<file path="config.mk">
export PLATFORM = sky130hd
export DESIGN_NAME = interval_progress_timer
export DESIGN_NICKNAME = d
export VERILOG_FILES = /design/src/rtl/ipt_pkg.sv /design/src/rtl/interval_progress_timer.sv
export SDC_FILE = /design/constraint.sdc
export NUM_CORES = 1
export LEC_CHECK = 0
export BUFFER_PORTS_ARGS = -buffer_cell sky130_fd_sc_hd__clkbuf_2
export CAP_MARGIN = 5
export CORE_UTILIZATION = 30
export CTS_BUF_LIST = sky130_fd_sc_hd__clkbuf_4
export CTS_CLUSTER_DIAMETER = 150
export DETAILED_ROUTE_END_ITERATION = 12
export SLEW_MARGIN = 10
export SYNTH_ARGS = -nofsm -noshare
export SYNTH_HDL_FRONTEND = slang
export SYNTH_SLANG_ARGS = --single-unit
</file>
<file path="constraint.sdc">
create_clock -name i_clk -period 5.6 [get_ports i_clk]
set_clock_uncertainty 0.05 [all_clocks]
set_input_delay 1.12 -clock i_clk [delete_from_list [all_inputs] [get_ports i_clk]]
set_output_delay 1.12 -clock i_clk [all_outputs]
set_load 0.01 [all_outputs]
</file>
<file path="src/rtl/ipt_pkg.sv">
// Package for the interval progress timer: mode and command codes, reset
// constants and the reciprocal used for the blink phase arithmetic.
// No dependencies.
package ipt_pkg;

    typedef enum logic [1:0] {
        MODE_IDLE    = 2'd0,
        MODE_RUNNING = 2'd1,
        MODE_DONE    = 2'd2,
        MODE_PAUSED  = 2'd3
    } t_mode;

    typedef enum logic [1:0] {
        CMD_TICK  = 2'd0,
        CMD_BTN_A = 2'd1,
        CMD_BTN_B = 2'd2
    } t_cmd;

    localparam int          CELL_COUNT_DEFAULT = 25;
    localparam logic [31:0] STEP_INTERVAL_RST  = 32'd60000;

    // Levels
    localparam logic [5:0] CURSOR_ON = 6'd32;
    localparam logic [7:0] FLASH_ON  = 8'd255;

    // Beep requests
    localparam logic [1:0] BEEP_NONE   = 2'd0;
    localparam logic [1:0] BEEP_BUTTON = 2'd1;
    localparam logic [1:0] BEEP_FINISH = 2'd3;

    // t mod 2000 = 16 * ((t >> 4) mod 125) + t[3:0]
    localparam int          DIV_SHIFT = 35;
    localparam logic [28:0] RECIP_125 = 29'((64'd1 << DIV_SHIFT) / 64'd125);
    localparam logic [7:0]  DIV_125   = 8'd125;

    // Blink thresholds on t mod 2000
    localparam logic [10:0] CURSOR_OFF_ABOVE = 11'd1000;
    localparam logic [10:0] FLASH_OFF_LO0    = 11'd501;
    localparam logic [10:0] FLASH_OFF_HI0    = 11'd999;
    localparam logic [10:0] FLASH_OFF_LO1    = 11'd1501;

endpackage

</file>
<file path="src/rtl/interval_progress_timer.sv">
// Interval progress timer top level: command decode, mode state, cell count
// and blink phase pipeline. Depends on ipt_pkg.
//
// Usage
//   Slave stream: one transfer per event. tuser carries the command
//   (time tick, button A, button B), tdata the millisecond time stamp,
//   which only tick transfers use.
//   Master stream: one status transfer per input transfer, in order:
//   mode, lit cell count, cursor level, flash level, beep and clear requests.
//   Config: i_cfg_wr_en writes i_cfg_wr_data into the step interval; write
//   only while the block is empty.
// Timing
//   Path: the input transfer passes the input register; state update and
//   quotient multiply; remainder; level decode into the output register.
//   Throughput: one transfer per cycle while m_axis_tready stays high. The loop-carried state (mode, time
//   since last cell, cell count) is one 32-bit add and compare per item.
// Stall
//   Each stage has its own valid bit and advances when the next one is free,
//   so bubbles are squeezed out and s_axis_tready stays high while the
//   output register holds an untaken result, until all stages are full.
// Reset
//   i_rst_n (synchronous, active low) empties the pipeline, returns to idle
//   with no cells lit, forgets the last tick and sets the interval to 60000.
module interval_progress_timer #(
    parameter int CELL_COUNT = ipt_pkg::CELL_COUNT_DEFAULT
) (
    input  logic        i_clk,
    input  logic        i_rst_n,

    input  logic        i_cfg_wr_en,
    input  logic [31:0] i_cfg_wr_data,   // step_interval_ms

    input  logic        s_axis_tvalid,
    output logic        s_axis_tready,
    input  logic [31:0] s_axis_tdata,    // [31:0] now_ms
    input  logic [1:0]  s_axis_tuser,    // [1:0] command

    output logic        m_axis_tvalid,
    input  logic        m_axis_tready,
    output logic [23:0] m_axis_tdata     // [1:0] mode, [6:2] lit_count,
                                         // [12:7] cursor_level, [20:13] flash_level,
                                         // [22:21] beep_count, [23] clear_display
);

    localparam logic [4:0] CELL_LAST = 5'(CELL_COUNT);

    // ------------------------------------------------------------------
    // Stage handshake: each stage loads when empty or when it drains.
    // ------------------------------------------------------------------
    logic r_v1, r_v2, r_v3, r_out_valid;
    logic en1, en2, en3, en_out;

    assign en_out        = !r_out_valid || m_axis_tready;
    assign en3           = !r_v3 || en_out;
    assign en2           = !r_v2 || en3;
    assign en1           = !r_v1 || en2;
    assign s_axis_tready = en1;
    assign m_axis_tvalid = r_out_valid;

    logic in_xfer;
    assign in_xfer = s_axis_tvalid && en1;

    // ------------------------------------------------------------------
    // Config register
    // ------------------------------------------------------------------
    logic [31:0] r_step_interval;

    always_ff @(posedge i_clk) begin
        if (!i_rst_n) begin
            r_step_interval <= ipt_pkg::STEP_INTERVAL_RST;
        end else if (i_cfg_wr_en) begin
            r_step_interval <= i_cfg_wr_data;
        end
    end

    // ------------------------------------------------------------------
    // Input stage: last tick time tracked at the transfer, so elapsed time
    // and the display time are known before the state update.
    // ------------------------------------------------------------------
    ipt_pkg::t_cmd in_cmd;
    logic          in_tick;
    logic [31:0]   r_last_t;
    logic          r_primed;
    ipt_pkg::t_cmd r_cmd1;
    logic [31:0]   r_dt1;
    logic [31:0]   r_t1;

    assign in_cmd  = ipt_pkg::t_cmd'(s_axis_tuser);
    assign in_tick = (in_cmd == ipt_pkg::CMD_TICK);

    always_ff @(posedge i_clk) begin
        if (!i_rst_n) begin
            r_last_t <= '0;
            r_primed <= 1'b0;
            r_v1     <= 1'b0;
        end else begin
            if (en1) begin
                r_v1 <= s_axis_tvalid;
            end
            if (in_xfer && in_tick) begin
                r_last_t <= s_axis_tdata;
                r_primed <= 1'b1;
            end
        end
    end

    always_ff @(posedge i_clk) begin
        if (in_xfer) begin
            r_cmd1 <= in_cmd;
            r_dt1  <= (in_tick && r_primed) ? (s_axis_tdata - r_last_t) : '0;
            r_t1   <= in_tick ? s_axis_tdata : r_last_t;
        end
    end

    // ------------------------------------------------------------------
    // State update. Only the distance from the last step mark matters,
    // so it is kept as one register instead of run time and mark.
    // ------------------------------------------------------------------
    ipt_pkg::t_mode r_mode, n_mode;
    logic [31:0]    r_since, n_since;
    logic [4:0]     r_cells, n_cells;
    logic [1:0]     n_beep;
    logic           n_clear;
    logic [31:0]    since_sum;
    logic [4:0]     cells_inc;
    logic           upd;

    assign upd       = r_v1 && en2;
    assign since_sum = r_since + r_dt1;
    assign cells_inc = r_cells + 5'd1;

    always_ff @(posedge i_clk) begin
        if (!i_rst_n) begin
            r_mode  <= ipt_pkg::MODE_IDLE;
            r_since <= '0;
            r_cells <= '0;
        end else if (upd) begin
            r_mode  <= n_mode;
            r_since <= n_since;
            r_cells <= n_cells;
        end
    end

    always_comb begin
        n_mode  = r_mode;
        n_since = r_since;
        n_cells = r_cells;
        n_beep  = ipt_pkg::BEEP_NONE;
        n_clear = 1'b0;
        unique case (r_cmd1)
            ipt_pkg::CMD_TICK: begin
                if (r_mode == ipt_pkg::MODE_RUNNING) begin
                    if (since_sum > r_step_interval) begin
                        n_cells = cells_inc;
                        n_since = '0;
                        if (cells_inc == CELL_LAST) begin
                            n_mode = ipt_pkg::MODE_DONE;
                            n_beep = ipt_pkg::BEEP_FINISH;
                        end
                    end else begin
                        n_since = since_sum;
                    end
                end
            end
            ipt_pkg::CMD_BTN_B: begin
                unique case (r_mode) inside
                    ipt_pkg::MODE_IDLE, ipt_pkg::MODE_PAUSED: begin
                        n_mode = ipt_pkg::MODE_RUNNING;
                        n_beep = ipt_pkg::BEEP_BUTTON;
                    end
                    ipt_pkg::MODE_RUNNING: begin
                        n_mode = ipt_pkg::MODE_PAUSED;
                        n_beep = ipt_pkg::BEEP_BUTTON;
                    end
                    default: begin
                        n_mode = r_mode;   // done: ignored
                    end
                endcase
            end
            ipt_pkg::CMD_BTN_A: begin
                if (r_mode == ipt_pkg::MODE_PAUSED || r_mode == ipt_pkg::MODE_DONE) begin
                    n_mode  = ipt_pkg::MODE_IDLE;
                    n_since = '0;
                    n_cells = '0;
                    n_beep  = ipt_pkg::BEEP_BUTTON;
                    n_clear = 1'b1;
                end
            end
            default: begin
                n_mode = r_mode;           // unused code: status only
            end
        endcase
    end

    // ------------------------------------------------------------------
    // Stage 2: reciprocal product for (t >> 4) / 125; only the low quotient
    // byte is needed because the remainder is below 256.
    // ------------------------------------------------------------------
    logic [56:0]    prod;
    logic [7:0]     r_q2;
    logic [11:0]    r_tlo2;
    ipt_pkg::t_mode r_mode2;
    logic [4:0]     r_lit2;
    logic [1:0]     r_beep2;
    logic           r_clr2;

    assign prod = 57'(r_t1[31:4]) * 57'(ipt_pkg::RECIP_125);

    always_ff @(posedge i_clk) begin
        if (!i_rst_n) begin
            r_v2 <= 1'b0;
        end else if (en2) begin
            r_v2 <= r_v1;
        end
    end

    always_ff @(posedge i_clk) begin
        if (upd) begin
            r_q2    <= prod[ipt_pkg::DIV_SHIFT +: 8];
            r_tlo2  <= r_t1[11:0];
            r_mode2 <= n_mode;
            r_lit2  <= n_cells;
            r_beep2 <= n_beep;
            r_clr2  <= n_clear;
        end
    end

    // ------------------------------------------------------------------
    // Stage 3: raw remainder, possibly one divisor too high (quotient
    // estimate can be one short).
    // ------------------------------------------------------------------
    logic [15:0]    q_times;
    logic [7:0]     r_rem3;
    logic [3:0]     r_tlo3;
    ipt_pkg::t_mode r_mode3;
    logic [4:0]     r_lit3;
    logic [1:0]     r_beep3;
    logic           r_clr3;

    assign q_times = 16'(r_q2) * 16'(ipt_pkg::DIV_125);

    always_ff @(posedge i_clk) begin
        if (!i_rst_n) begin
            r_v3 <= 1'b0;
        end else if (en3) begin
            r_v3 <= r_v2;
        end
    end

    always_ff @(posedge i_clk) begin
        if (r_v2 && en3) begin
            r_rem3  <= r_tlo2[11:4] - q_times[7:0];
            r_tlo3  <= r_tlo2[3:0];
            r_mode3 <= r_mode2;
            r_lit3  <= r_lit2;
            r_beep3 <= r_beep2;
            r_clr3  <= r_clr2;
        end
    end

    // ------------------------------------------------------------------
    // Stage 3 decode: t mod 2000, then blink levels.
    // ------------------------------------------------------------------
    logic [6:0]  rem125;
    logic [10:0] phase;
    logic [5:0]  cursor_lvl;
    logic [7:0]  flash_lvl;
    logic        flash_off;

    assign rem125    = (r_rem3 >= ipt_pkg::DIV_125) ? 7'(r_rem3 - ipt_pkg::DIV_125)
                                                    : r_rem3[6:0];
    assign phase     = {rem125, r_tlo3};
    // flash is off from 501 to 999 ms of each 1000 ms period
    assign flash_off = (phase >= ipt_pkg::FLASH_OFF_LO0 && phase <= ipt_pkg::FLASH_OFF_HI0)
                    || (phase >= ipt_pkg::FLASH_OFF_LO1);

    always_comb begin
        cursor_lvl = '0;
        flash_lvl  = '0;
        if (r_mode3 == ipt_pkg::MODE_RUNNING && phase <= ipt_pkg::CURSOR_OFF_ABOVE) begin
            cursor_lvl = ipt_pkg::CURSOR_ON;
        end
        if (r_mode3 == ipt_pkg::MODE_DONE && !flash_off) begin
            flash_lvl = ipt_pkg::FLASH_ON;
        end
    end

    // ------------------------------------------------------------------
    // Output register
    // ------------------------------------------------------------------
    logic [23:0] r_out_data;

    always_ff @(posedge i_clk) begin
        if (!i_rst_n) begin
            r_out_valid <= 1'b0;
        end else if (en_out) begin
            r_out_valid <= r_v3;
        end
    end

    always_ff @(posedge i_clk) begin
        if (r_v3 && en_out) begin
            r_out_data <= {r_clr3, r_beep3, flash_lvl, cursor_lvl, r_lit3, r_mode3};
        end
    end

    assign m_axis_tdata = r_out_data;

    // ------------------------------------------------------------------
    // Assertions
    // ------------------------------------------------------------------
    a_cells_bound: assert property (@(posedge i_clk) disable iff (!i_rst_n)
        r_cells <= CELL_LAST)
        else $error("cell count above CELL_COUNT");

    a_clear_idle: assert property (@(posedge i_clk) disable iff (!i_rst_n)
        r_out_valid && r_out_data[23] |-> r_out_data[1:0] == ipt_pkg::MODE_IDLE
            && r_out_data[6:2] == 5'd0)
        else $error("clear request without return to idle");

    a_finish_done: assert property (@(posedge i_clk) disable iff (!i_rst_n)
        r_out_valid && r_out_data[22:21] == ipt_pkg::BEEP_FINISH
            |-> r_out_data[1:0] == ipt_pkg::MODE_DONE && r_out_data[6:2] == CELL_LAST)
        else $error("finish beep outside done");

    a_levels_mode: assert property (@(posedge i_clk) disable iff (!i_rst_n)
        r_out_valid |-> (r_out_data[20:13] == 8'd0 || r_out_data[1:0] == ipt_pkg::MODE_DONE)
            && (r_out_data[12:7] == 6'd0 || r_out_data[1:0] == ipt_pkg::MODE_RUNNING))
        else $error("level active in wrong mode");

    a_ready_free: assert property (@(posedge i_clk) disable iff (!i_rst_n)
        !r_v1 || !r_v2 || !r_v3 || !r_out_valid |-> s_axis_tready)
        else $error("input stalled with a free stage");

endmodule
</file>
==> flow_summary.toml <==
[global_routing]
met2_usage_pct = 25.4
antenna_found_initial = 5
grt_pass1_wl_um = 93800
grt_max_degree = 66
grt_overflow = 0
grtUsageMet3_pct = 2.89
grt_usage_pct = 15.1
grt_pass1_vias = 17900
grt-busiest-layer = "met2"
grt_use_met1_pct = 19.4

[critical_path]
cp_slowest_cell = "fa_1"
cp-end-kind = "register"
critical_path_class = "register to register"
max_stage_delay_ns = 0.49
cp-startpoint = "r_t1[17]$_DFFE_PP_"
crit_path_frequent_cell = "fa_1"
crit_chain = "buf_12 -> ha_4 -> fa_2 -> fa_1 -> inv_1 -> fa_1 -> inv_1 -> fa_1 -> fa_1 -> inv_1 -> fa_1 -> inv_2 -> ha_4 -> a21o_1 -> a21oi_2 -> o21bai_2 -> a22oi_2 -> o21ai_2 -> a21o_1 -> o2bb2ai_2 -> o41a_1 -> a21oi_2 -> xnor2_1"
cp_max_fo = 6
path_delay_family = "adder cells"
crit_buf_inv = 5
arrival_ns = 6.47
crit_required_ns = 6.05
crit_path_start_kind = "register"
r2r-start = "r_t1[17]$_DFFE_PP_"

[floorplan]
die_h_um = 283
rows = 102
fp.dieW_um = 283
core_area_sq_um = 77700
start_util_pct = 30.4
die_area_sq_um = 80000
ios = 97

[timing]
period_needed_ns = 6.03
rsz0062_at_grt = "true"
layout_worst_path_cycle_share_pct = 108
fmax_mhz = 166
max_slew_margin_pct = 21.4
final_max_slew_viol_count = 0
finalWorstSetupSlack_ns = -0.428
setup_viol = 8
final_hold_viol_count = 0
worstMarginPinSlew_ns = 1.18

[logic_synthesis]
synth.most_common_cell = "inv_1"
synth_area_per_cell_sq_um = 9.91
yosysSeqAreaShare_pct = 25.6
synthDistinctLibCells = 78
yosysTopAreaCellShare_pct = 20.1
synth.area.top_cells = "ha_1, fa_1, edfxtp_1"
synth_area_sq_um = 23700
yosysTopAreaCell = "ha_1"
synthTopCellsByCount = "inv_1, ha_1, fa_1"
synth_top_flop_cell = "edfxtp_1"
synth.ff_latch_count = 238
yosysWarnings = 0
synth-edff-count = 130
synth-async-reset-ratio_pct = 0
syn_inst = 2389

[clock_network]
cts.sinks = 238
clock_latency_ns = 0.77
cts_root_buffer = "clkbuf_4"
clockBufferDepth = 3
h-tree-depth = 3
numCtsBuffers = 70
cts.clk_slew.worst_paths_ns = 0.07
cts_tree = "yes"

[power]
total_power_mw = 19.1
ir_drop_mv = 0.885
switchingPower_mw = 8.48
p_sw_share_pct = 44.5
leakagePower_nw = 13.4
p_seq_share_pct = 12.3
clkPwrFrac_pct = 9.6
p_int_mw = 10.6
power_density_nw_per_um2 = 659
combPwrFrac_pct = 78.1

[min_path]
min_from = "r_lit3[0]$_DFFE_PP_"
worstHoldPathType = "register to register"

[detailed_routing]
wl_per_cell_um = 15.5
ant_nets = 0
drc = 0
vias = 17200
routed_wl_um = 58700
drtPass1Iterations = 7
via_per_inst = 4.53
drt_iter0_drc = 684

[placed_design]
hpwl_um = 47600
io_buffers = 91
place.gp.congestion = 0.895

[run_status]
violations = "negative setup slack"
status = "complete, but fails checks"

[final_layout]
drive_gt1_share_pct = 21.4
postLayoutCoreUtil_pct = 37.2
fill_cells = 7757
nets = 3380
areaGrowthSynthToFinish_pct = 22.2
seq_area_sq_um = 6070
multi_input_area_sq_um = 16500

[job]
maxCapViolations = 0
## worst register-to-register path: stages, from the launching register on
cell	delay, ns
edfxtp_1	0.42
buf_12	0.17
ha_4	0.25
fa_2	0.38
fa_1	0.48
inv_1	0.05
fa_1	0.47
inv_1	0.05
fa_1	0.45
fa_1	0.49
inv_1	0.05
fa_1	0.49
inv_2	0.04
ha_4	0.21
a21o_1	0.21
a21oi_2	0.15
o21bai_2	0.09
a22oi_2	0.22
o21ai_2	0.12
a21o_1	0.19
o2bb2ai_2	0.13
o41a_1	0.41
a21oi_2	0.15
xnor2_1	0.07
## placed cells by master (no fill, tap or decap), drive strengths merged, types with 32 or more instances in the layout
| cell type | instances |
|---|---|
| a21boi | 41 |
| a21o | 52 |
| a21oi | 84 |
| buf | 199 |
| clkbuf | 201 |
| dfxtp | 108 |
| edfxtp | 130 |
| fa | 235 |
| ha | 380 |
| inv | 491 |
| nand2 | 161 |
| nand3 | 32 |
| nor2 | 96 |
| nor2b | 66 |
| o21ai | 94 |
| xnor2 | 64 |
## flip-flops by register name, indices dropped and copies added, names as in the netlist, 12 cells and up
signal	count
m_axis_tdata	12
r_dt1	32
r_last_t	32
r_t1	32
r_tlo2	12
r_since	32
r_step_interval	32
## layer usage
layer | wire length, um | up-vias
li1 | - | 8579
met1 | 26500 | 8177
met2 | 27800 | 293
met3 | 2580 | 113
met4 | 1870 | 2
met5 | 13 | -
## final timing paths
kind	end	slack [ns]	cells past startpoint
hold / removal	m_axis_tdata[2]$_DFFE_PP_	0.36	0
setup reg to reg	r_q2[4]$_DFFE_PP_	-0.43	23
hold reg to reg	m_axis_tdata[2]$_DFFE_PP_	0.36	0
setup / recovery	r_q2[4]$_DFFE_PP_	-0.43	23
## what timing repair did
item | 4_1_cts | 5_1_grt
pin swaps | 128 | 33
resized for setup | 108 | 41
setup buffers | 35 | 7
hold endpoints to repair | 0 | 0
hold buffers | 0 | 0
setup endpoints to repair | 8 | 8
gates cloned | 0 | 0
## layout make-up
class | instances | share of cell area (%)
well taps | 1040 | 4.50
multi-input cells | 1605 | 57.2
clock buffers | 110 | 2.86
inverters | 489 | 6.35
repair buffers | 290 | 7.63
clock inverters | 16 | 0.506
diodes | 1 | 0.00866
flip-flops and latches | 238 | 21.0
## per-stage QoR
stage / cell area [sq um] / setup slack [ns] / hold WS, ns / cells / setup TNS (ns)
3_3_place_gp: 26900 / -0.630 / 0.350 / 3620 / -4.08
4_1_cts: 28700 / -0.377 / 0.359 / 3781 / -2.22
6_report: 28900 / -0.428 / 0.357 / 3789 / -2.27
2_1_floorplan: 24100 / -0.277 / 0.350 / 2393 / -0.540
5_1_grt: 28900 / -0.632 / 0.364 / 3789 / -3.73
3_5_place_dp: 26900 / -0.676 / 0.355 / 3620 / -4.30
## power groups by stage
stage               Combinational [mW]  Clock, mW  Sequential, mW
floorplan                         8.38          0            2.38
global placement                  12.4          0            2.38
detailed placement                12.5          0            2.39
CTS                               14.3       1.90            2.35
global route                      16.7       1.98            2.36
finish                            14.9       1.83            2.35
## cell families after synthesis
logic type	synth area share (%)
AND/OR/NAND/NOR	9.16
adder cells (fa/ha/maj)	40.0
flip-flops	25.6
XOR/XNOR	3.26
AO/OA/AOI/OAI	11.7
other	0.0158
multiplexers	1.28
buffers and inverters	8.98
Note: power is estimated with default switching activity, not from simulation.
